[src/rtl/rf3_pkg.sv]
// Shared types and constants of the 3x3 rank filter.
package rf3_pkg;

  localparam int CFG_DATA_W  = 13;
  localparam int CFG_INDEX_W = 2;
  localparam int WIDTH_REG_W = 11;
  localparam int ROW_W       = 12;
  localparam int MAX_HEIGHT  = 4096;
  localparam int FIFO_DEPTH  = 16;
  localparam int FIFO_PTR_W  = 4;
  localparam int FIFO_CNT_W  = 5;

  typedef enum logic [CFG_INDEX_W-1:0] {
    CFG_IMAGE_WIDTH  = 2'd0,
    CFG_IMAGE_HEIGHT = 2'd1,
    CFG_FILTER_MODE  = 2'd2
  } cfg_index_t;

  typedef enum logic [1:0] {
    MODE_MEDIAN   = 2'd0,
    MODE_WINSOR   = 2'd1,
    MODE_WEIGHTED = 2'd2
  } mode_t;

endpackage

[src/rtl/rf3_filter.sv]
// Pipelined nine-value sort and mode selection of the 3x3 rank filter.
module rf3_filter #(
  parameter int PIXEL_BITS = 16,
  parameter int META_W     = 24
) (
  input  logic                         clk,
  input  logic                         rst_n,
  input  logic                         in_valid,
  input  logic signed [PIXEL_BITS-1:0] in_win [9],
  input  logic [META_W-1:0]            in_meta,
  input  rf3_pkg::mode_t               mode,
  output logic                         out_valid,
  output logic [PIXEL_BITS-1:0]        out_value,
  output logic [META_W-1:0]            out_meta
);
  import rf3_pkg::*;

  localparam int SW    = PIXEL_BITS + 4;
  localparam int K     = PIXEL_BITS + 8;
  localparam int RW    = K - 3;
  localparam logic [RW-1:0] RECIP = RW'(((64'd1 << K) + 64'd9) / 64'd10);

  logic signed [PIXEL_BITS-1:0] st_r [10][9];
  logic signed [PIXEL_BITS-1:0] ctr_r [10];
  logic [META_W-1:0]            meta_r [10];
  logic                         v_r [10];

  always_ff @(posedge clk) begin
    for (int j = 0; j < 9; j++) begin
      st_r[0][j] <= in_win[j];
    end
    ctr_r[0]  <= in_win[4];
    meta_r[0] <= in_meta;
  end

  always_ff @(posedge clk) begin
    if (!rst_n) begin
      for (int j = 0; j < 10; j++) begin
        v_r[j] <= 1'b0;
      end
    end else begin
      v_r[0] <= in_valid;
      for (int j = 1; j < 10; j++) begin
        v_r[j] <= v_r[j-1];
      end
    end
  end

  // Odd-even transposition sort: nine rounds, one register level each.
  for (genvar s = 0; s < 9; s++) begin : g_round
    localparam int FIRST = s % 2;
    logic signed [PIXEL_BITS-1:0] round_nxt [9];

    always_comb begin
      round_nxt = st_r[s];
      for (int p = FIRST; p < 8; p += 2) begin
        if (st_r[s][p] > st_r[s][p+1]) begin
          round_nxt[p]   = st_r[s][p+1];
          round_nxt[p+1] = st_r[s][p];
        end
      end
    end

    always_ff @(posedge clk) begin
      for (int j = 0; j < 9; j++) begin
        st_r[s+1][j] <= round_nxt[j];
      end
      ctr_r[s+1]  <= ctr_r[s];
      meta_r[s+1] <= meta_r[s];
    end
  end

  logic signed [SW-1:0]         sum;
  logic [SW-1:0]                mag;
  logic signed [PIXEL_BITS-1:0] sel;

  always_comb begin
    sum = SW'(st_r[9][2]) + SW'(st_r[9][6]) + (SW'(st_r[9][3]) <<< 1)
        + (SW'(st_r[9][5]) <<< 1) + (SW'(st_r[9][4]) <<< 2);
    mag = (sum < 0) ? SW'(-sum + SW'(5)) : SW'(sum + SW'(5));
    case (mode)
      MODE_WINSOR: begin
        if (ctr_r[9] < st_r[9][2]) begin
          sel = st_r[9][2];
        end else if (ctr_r[9] > st_r[9][6]) begin
          sel = st_r[9][6];
        end else begin
          sel = ctr_r[9];
        end
      end
      default: sel = st_r[9][4];
    endcase
  end

  logic                         s1_v_r, s2_v_r;
  logic [SW-1:0]                s1_mag_r;
  logic                         s1_neg_r, s2_neg_r;
  logic                         s1_wt_r, s2_wt_r;
  logic signed [PIXEL_BITS-1:0] s1_sel_r, s2_sel_r;
  logic [META_W-1:0]            s1_meta_r, s2_meta_r;
  logic [SW-1:0]                s2_q_r;
  logic [SW+RW-1:0]             prod;

  assign prod = (SW+RW)'(s1_mag_r) * (SW+RW)'(RECIP);

  always_ff @(posedge clk) begin
    if (!rst_n) begin
      s1_v_r <= 1'b0;
      s2_v_r <= 1'b0;
    end else begin
      s1_v_r <= v_r[9];
      s2_v_r <= s1_v_r;
    end
    s1_mag_r  <= mag;
    s1_neg_r  <= sum < 0;
    s1_wt_r   <= mode == MODE_WEIGHTED;
    s1_sel_r  <= sel;
    s1_meta_r <= meta_r[9];
    s2_q_r    <= SW'(prod >> K);
    s2_neg_r  <= s1_neg_r;
    s2_wt_r   <= s1_wt_r;
    s2_sel_r  <= s1_sel_r;
    s2_meta_r <= s1_meta_r;
  end

  logic [SW-1:0] q_signed;
  assign q_signed  = s2_neg_r ? SW'(-s2_q_r) : s2_q_r;
  assign out_valid = s2_v_r;
  assign out_value = s2_wt_r ? q_signed[PIXEL_BITS-1:0] : s2_sel_r;
  assign out_meta  = s2_meta_r;

endmodule

[config.mk]
export PLATFORM = sky130hd
export DESIGN_NAME = rf3_filter
export DESIGN_NICKNAME = d
export VERILOG_FILES = /design/src/rtl/rf3_pkg.sv /design/src/rtl/rf3_filter.sv
export SDC_FILE = /design/constraint.sdc
export NUM_CORES = 2
export LEC_CHECK = 0
export ABC_AREA = 1
export BUFFER_PORTS_ARGS = -buffer_cell sky130_fd_sc_hd__clkbuf_2
export CAP_MARGIN = 30
export CORE_MARGIN = 5
export CORE_UTILIZATION = 30
export CTS_CLUSTER_SIZE = 30
export DETAILED_ROUTE_END_ITERATION = 8
export PLACE_DENSITY_LB_ADDON = 0.12
export SYNTH_ARGS = -nofsm -noshare
export SYNTH_HDL_FRONTEND = slang
export SYNTH_SLANG_ARGS = --single-unit
[constraint.sdc]
create_clock -name clk -period 12.04 [get_ports clk]
set_clock_uncertainty 0.2 [all_clocks]
set_input_delay 0.602 -clock clk [delete_from_list [all_inputs] [get_ports clk]]
set_output_delay 0.602 -clock clk [all_outputs]
set_load 0.01 [all_outputs]
== Word-level counts from Yosys, hierarchy flattened ==
Memories as Yosys holds them, arrays and structs flattened. A register that Yosys moved wholly into a read port is not among the register bits.
Cells that the tools add are included.
W data, S select, Z words.
Storage, ports and cells
  bits in registers: 97
  memory bits (writable): 1850
  input port bits: 173
  output and inout bits: 41
  logic and storage cells: 129
  memories: 4
Cells by class
  $add $sub $neg: 8
  $mul: 1
  $lt $le $gt $ge: 39
  eq/ne operators: 2
  multiplexer cells: 54
  bitwise gates (word level): 10
  reductions and logical operators: 1
Memory list
  st_r: depth 10, width 144, read ports 10, clocked after Yosys merged registers in 0, wr ports 10, RTL line rf3_filter.sv:23  | logic signed [PIXEL_BITS-1:0] st_r [10][9];
  meta_r: depth 10, width 24, read ports 10, clocked after Yosys merged registers in 1, wr ports 10, RTL line rf3_filter.sv:25  | logic [META_W-1:0] meta_r [10];
  ctr_r: depth 10, width 16, read ports 10, clocked after Yosys merged registers in 0, wr ports 10, RTL line rf3_filter.sv:24  | logic signed [PIXEL_BITS-1:0] ctr_r [10];
  v_r: depth 10, width 1, read ports 10, clocked after Yosys merged registers in 1, wr ports 10, RTL line rf3_filter.sv:26  | logic v_r [10];
Operators by type and width (count)
  $mux W32: 36
  $gt A16 B16 Y1: 37
  $mux W16: 5
  $add A20 B4 Y20 const B: 2
  $mul A20 B20 Y39 const B: 1
  $add A20 B18 Y20: 1
  $lt A20 B1 Y1 const B: 1
  $mux W20: 1
  $neg A20 Y20: 1
  $add A18 B17 Y19: 1
  $add A17 B17 Y18: 1
  $add A16 B16 Y17: 1
  $lt A16 B16 Y1: 1
  $neg A16 Y16: 1
  $mux W1: 12
  $or A1 B1 Y1: 10
  $eq A2 B1 Y1 const B: 1
  $eq A2 B2 Y1 const B: 1
  $logic_not A1 Y1: 1

== Depth between registers and ports, before layout ==
An unclocked memory read counts as a cell.
  depth in word-level cells: 8
  gate-level depth with buffers: 30
  mapped depth without buffers: 30

== Worst setup path before layout ==
OpenSTA, ideal clock, no wires.
  kind: register to register
  start: register s1_mag_r[8]
  end: register s2_q_r[13]
  setup time: 0.127 ns
  arrival time: 4.921 ns
  data required time: 11.713 ns
  path slack: 6.792 ns
  stages on the path, launching flop included: 20
  buffers on the path: 0
  clock period less this slack: 5.248 ns
  path through: dfxtp_1 -> ha_1 -> fa_1 -> inv_1 -> fa_1 -> fa_1 -> fa_1 -> fa_1 -> inv_1 -> ha_1 -> ha_1 -> nand2_1 -> inv_1 -> a21oi_1 -> inv_1 -> a21oi_1 -> nor2_1 -> nor3_1 -> o21ai_0 -> xor2_1
Between the ends
  longest elaborated chain between the ends: 1
Ends and longest elaborated chain
  from (decl): RTL line rf3_filter.sv:96  | logic [SW-1:0] s1_mag_r;
  from (signal assigned): RTL line rf3_filter.sv:114  | s1_mag_r <= mag;
  $mul A20 B20 Y39: RTL line rf3_filter.sv:104  | assign prod = (SW+RW)'(s1_mag_r) * (SW+RW)'(RECIP);
  named net prod[37]: RTL line rf3_filter.sv:102  | logic [SW+RW-1:0] prod;
  to (signal assigned): RTL line rf3_filter.sv:119  | s2_q_r <= SW'(prod >> K);
  to (decl): RTL line rf3_filter.sv:101  | logic [SW-1:0] s2_q_r;
The timed path passes the listed nets, and every way through them passes these cells.
A chain may end at the register's enable or synchronous reset.

== Worst setup path in the final report ==
  start: register s1_mag_r[11]
  end: register s2_q_r[11]
The elaborated chain is that of the path after synthesis.

==> impl_metrics.py <==
metrics = {
    "worst_setup_path": {
        "reg2reg_to": "s2_q_r[11]",
        "startpoint_type": "flop",
        "crit_arrival_ps": 6470,
        "crit_slowest_cell": "dfxtp_1",
        "reg2reg_from": "s1_mag_r[11]",
        "crit_chain": "ha_1 > ha_1 > inv_1 > fa_1 > inv_1 > fa_1 > inv_1 > fa_1 > inv_1 > fa_1 > fa_1 > ha_1 > nand2_1 > inv_1 > nand2_1 > nor2_1 > nand2_1 > o21ai_0 > a21oi_1 > xnor2_1",
        "crit_start": "s1_mag_r[11]",
        "cp.required_ps": 12560,
        "endpoint": "s2_q_r[11]",
        "path_class": "flop to flop",
        "r2r_setup_slack_ps": 6090,
        "critPathMaxFanout": 5,
        "worstSetupEndpointType": "flop",
        "r2r_cells": 20,
        "slowest_delay_ps": 650,
    },
    "timing": {
        "setup_viol": 0,
        "finalSetupTns_ps": 0,
        "worstMarginPinSlew_ps": 1033,
        "min_period_ps": 5955,
        "rsz0062_at_grt": "false",
        "fin_crit_sh": 0.4946,
        "finalHoldViolCount": 0,
        "max_freq_mhz": 167.9,
        "worst_slack_ps": 6085,
        "relSlewSlack": 0.3100,
        "final_max_slew_viol_count": 0,
    },
    "synthesis": {
        "synth-xor-area-share": 0.008507,
        "synth_top_family_by_area": "simple AND/OR/NAND/NOR gates",
        "synthesis.nets": 10090,
        "yosys.area_share.simple": 0.1795,
        "synth_edf_count": 0,
        "synth_fa_ha_area_frac": 0.1779,
        "avgSynthCellArea_um2": 8.677,
        "synth-async-reset-ratio": 0,
        "yosys.area.top_type": "dfxtp_1",
        "synth_ff_type": "dfxtp_1",
        "ys_seq_area_frac": 0.4730,
        "synth_compound_area_frac": 0.08188,
        "syn_area_mm2": 0.07737,
        "ys_ff_latch": 1828,
        "ys_types": 47,
        "synthMuxAreaShare": 0,
        "yosysTopAreaCellShare": 0.4730,
        "synth.area.top_cells": "dfxtp_1 47%, ha_1 13%, nand2_1 10%",
        "synth_cells": 8916,
        "yosys_warnings": 0,
    },
    "finish": {
        "syn_to_final_growth_pct": 17.39,
        "drive_above_1_share": 0.07132,
        "nets": 10440,
    },
    "hold_path": {
        "hold_class": "flop to flop",
    },
    "global_routing": {
        "antenna_found_initial": 5,
        "grt_use_total": 0.1591,
        "grt_pass1_wl_um": 337200,
        "grt_pass1_vias": 58760,
        "gr-total-overflow": 0,
        "grt_max_degree": 65,
    },
    "drt": {
        "wl_met3_um": 6463,
        "wl_met2_um": 108100,
        "maxUsedRoutingLayer": "met4",
        "firstDrtPassIters": 5,
        "drt_iter0_markers": 2577,
        "wirelength_um": 215800,
        "num_vias": 56570,
        "drc": 0,
        "post_drt_wl_per_cell_um": 16.83,
        "ant_nets": 0,
        "vias_per_cell": 4.412,
        "m1WireLength_um": 94500,
    },
    "clock_network": {
        "h-tree-depth": 4,
        "clkTransAtPathRegs_ps": 60,
        "cts_buffer_depth": 3,
        "cts.sink_count": 1828,
        "cts-root-buf": "clkbuf_16",
        "post_cts_buffers": 0,
        "cts_tree": "yes",
        "clk_latency_ps": 840,
        "cts_inserted_buffers": 200,
    },
    "floorplanning": {
        "die-area_mm2": 0.2681,
        "num_rows": 186,
        "fp.dieW_um": 517.8,
        "start_util": 0.3014,
        "core_mm2": 0.2567,
        "ioPinCount": 214,
        "dieHeight_um": 517.8,
    },
    "placed_design": {
        "preCtsSetupSlack_ps": 5992,
        "io_buffers": 213,
        "hpwl_um": 175900,
        "routabilityCongestion": 0.8666,
    },
    "outcome": {
        "status": "finished clean",
    },
    "run": {
        "timing.max_cap.violations": 0,
    },
}
-- timing repair --
item | 4_1_cts | 5_1_grt
gates resized for setup | 0 | 0
hold buffers | 173 | 0
endpoints found under the hold margin | 181 | 0
-- per-stage QoR --
| stage | hold WS [ps] | util | instance area (µm²) | instances |
|---|---|---|---|---|
| 6_report | 88.29 | 0.3538 | 90820 | 12820 |
| 5_1_grt | 100.1 | 0.3538 | 90820 | 12820 |
| 4_1_cts | 83.43 | 0.3537 | 90800 | 12820 |
| 3_5_place_dp | 112.1 | 0.3191 | 81920 | 12280 |
| 3_3_place_gp | 109.5 | 0.3180 | 81620 | 12260 |
| 2_1_floorplan | 109.6 | - | 77370 | 8916 |
-- registers in the layout, summed over array words and instances (netlist names) --
register   flops
s1_wt_r        1
s2_sel_r      16
s2_q_r        16
s1_sel_r      16
s2_wt_r        1
meta_r       240
v_r           10
ctr_r        144
out_meta      24
s1_meta_r     24
out_valid      1
st_r        1312
s1_v_r         1
s1_mag_r      20
s2_neg_r       1
s1_neg_r       1
-- how the worst min path moves through the flow --
stage,from,slack [ps],endpoint,cells past startpoint
floorplan,ctr_r[1][0],110,ctr_r[2][0],0
global placement,meta_r[3][17],110,meta_r[4][17],0
detailed placement,ctr_r[2][1],110,ctr_r[3][1],0
finish,s1_meta_r[5],90,out_meta[5],0
CTS,in_win[13],80,st_r[0][13],2
global route,in_win[13],100,st_r[0][13],2
-- critical path: cells and delay by family, from the launching register on --
family                     cells  cell delay [ps]
DFF                            1              650
buffers and inverters          5              350
AOI/OAI and AO/OA              2              470
xor gates and xnor gates       1              150
adders and majority gates      8             3620
and+or+nand+nor                4              420
-- layout make-up --
type                            count  area, µm²
Multi-Input combinational cell   5512      34680
Fill cell                       26190     165900
Tap cell                         3384       4234
Timing Repair Buffer              423       3268
Antenna cell                        2      5.005
Inverter                         1303       4891
Clock inverter                    112       1649
Clock buffer                      258       5504
Sequential cell                  1828      36600
-- metal layers --
| layer | vias up | global-route usage |
|---|---|---|
| met1 | 25880 | 0.1922 |
| met5 | - | 0 |
| li1 | 29470 | - |
| met3 | 349 | 0.02256 |
| met4 | 0 | 0.04889 |
| met2 | 869 | 0.2910 |
-- synth_stat cells, types with 7 or more instances --
master    count
nand2_1    2115
dfxtp_1    1828
inv_1      1297
ha_1        823
o21ai_0     595
a21oi_1     451
nand3_1     364
nand4_1     329
nor2_1      299
clkbuf_1    188
fa_1        173
buf_2        62
nor3_1       45
xor2_1       45
o21ai_1      31
o211ai_1     30
nand2_2      27
xnor2_1      19
o21a_1       17
nand3b_1     16
a31oi_1      15
buf_6        15
a21o_1       13
nor4_1       13
nand3_2      12
a211oi_1     11
o221ai_1     11
nor3_2       10
o21bai_1      7
-- cell usage in the layout (no fill, tap or decap), types with 27 or more instances in the layout --
cell / Yosys / layout
nor3_1: 45 / 45
nand2_1: 2115 / 2115
dfxtp_1: 1828 / 1828
nand4_1: 329 / 329
o211ai_1: 30 / 30
bufinv_16: 0 / 29
o21ai_1: 31 / 31
clkbuf_16: 0 / 201
clkbuf_2: 0 / 213
clkbuf_1: 188 / 31
inv_1: 1297 / 1297
xor2_1: 45 / 45
dlygate4sd3_1: 0 / 173
fa_1: 173 / 173
ha_1: 823 / 823
clkinv_2: 0 / 37
a21oi_1: 451 / 451
nor2_1: 299 / 299
nand2_2: 27 / 27
o21ai_0: 595 / 595
nand3_1: 364 / 361
-- cell families after synthesis --
kind of cell | count (synthesis)
AND/OR/NAND/NOR | 3246
flip-flops | 1828
buffers and inverters | 1576
AO/OA/AOI/OAI | 1200
adder cells (fa/ha/maj) | 996
XOR/XNOR | 70
Power is not shown: default switching activity piles up to over one toggle a cycle in this logic, so the estimate is an artifact.
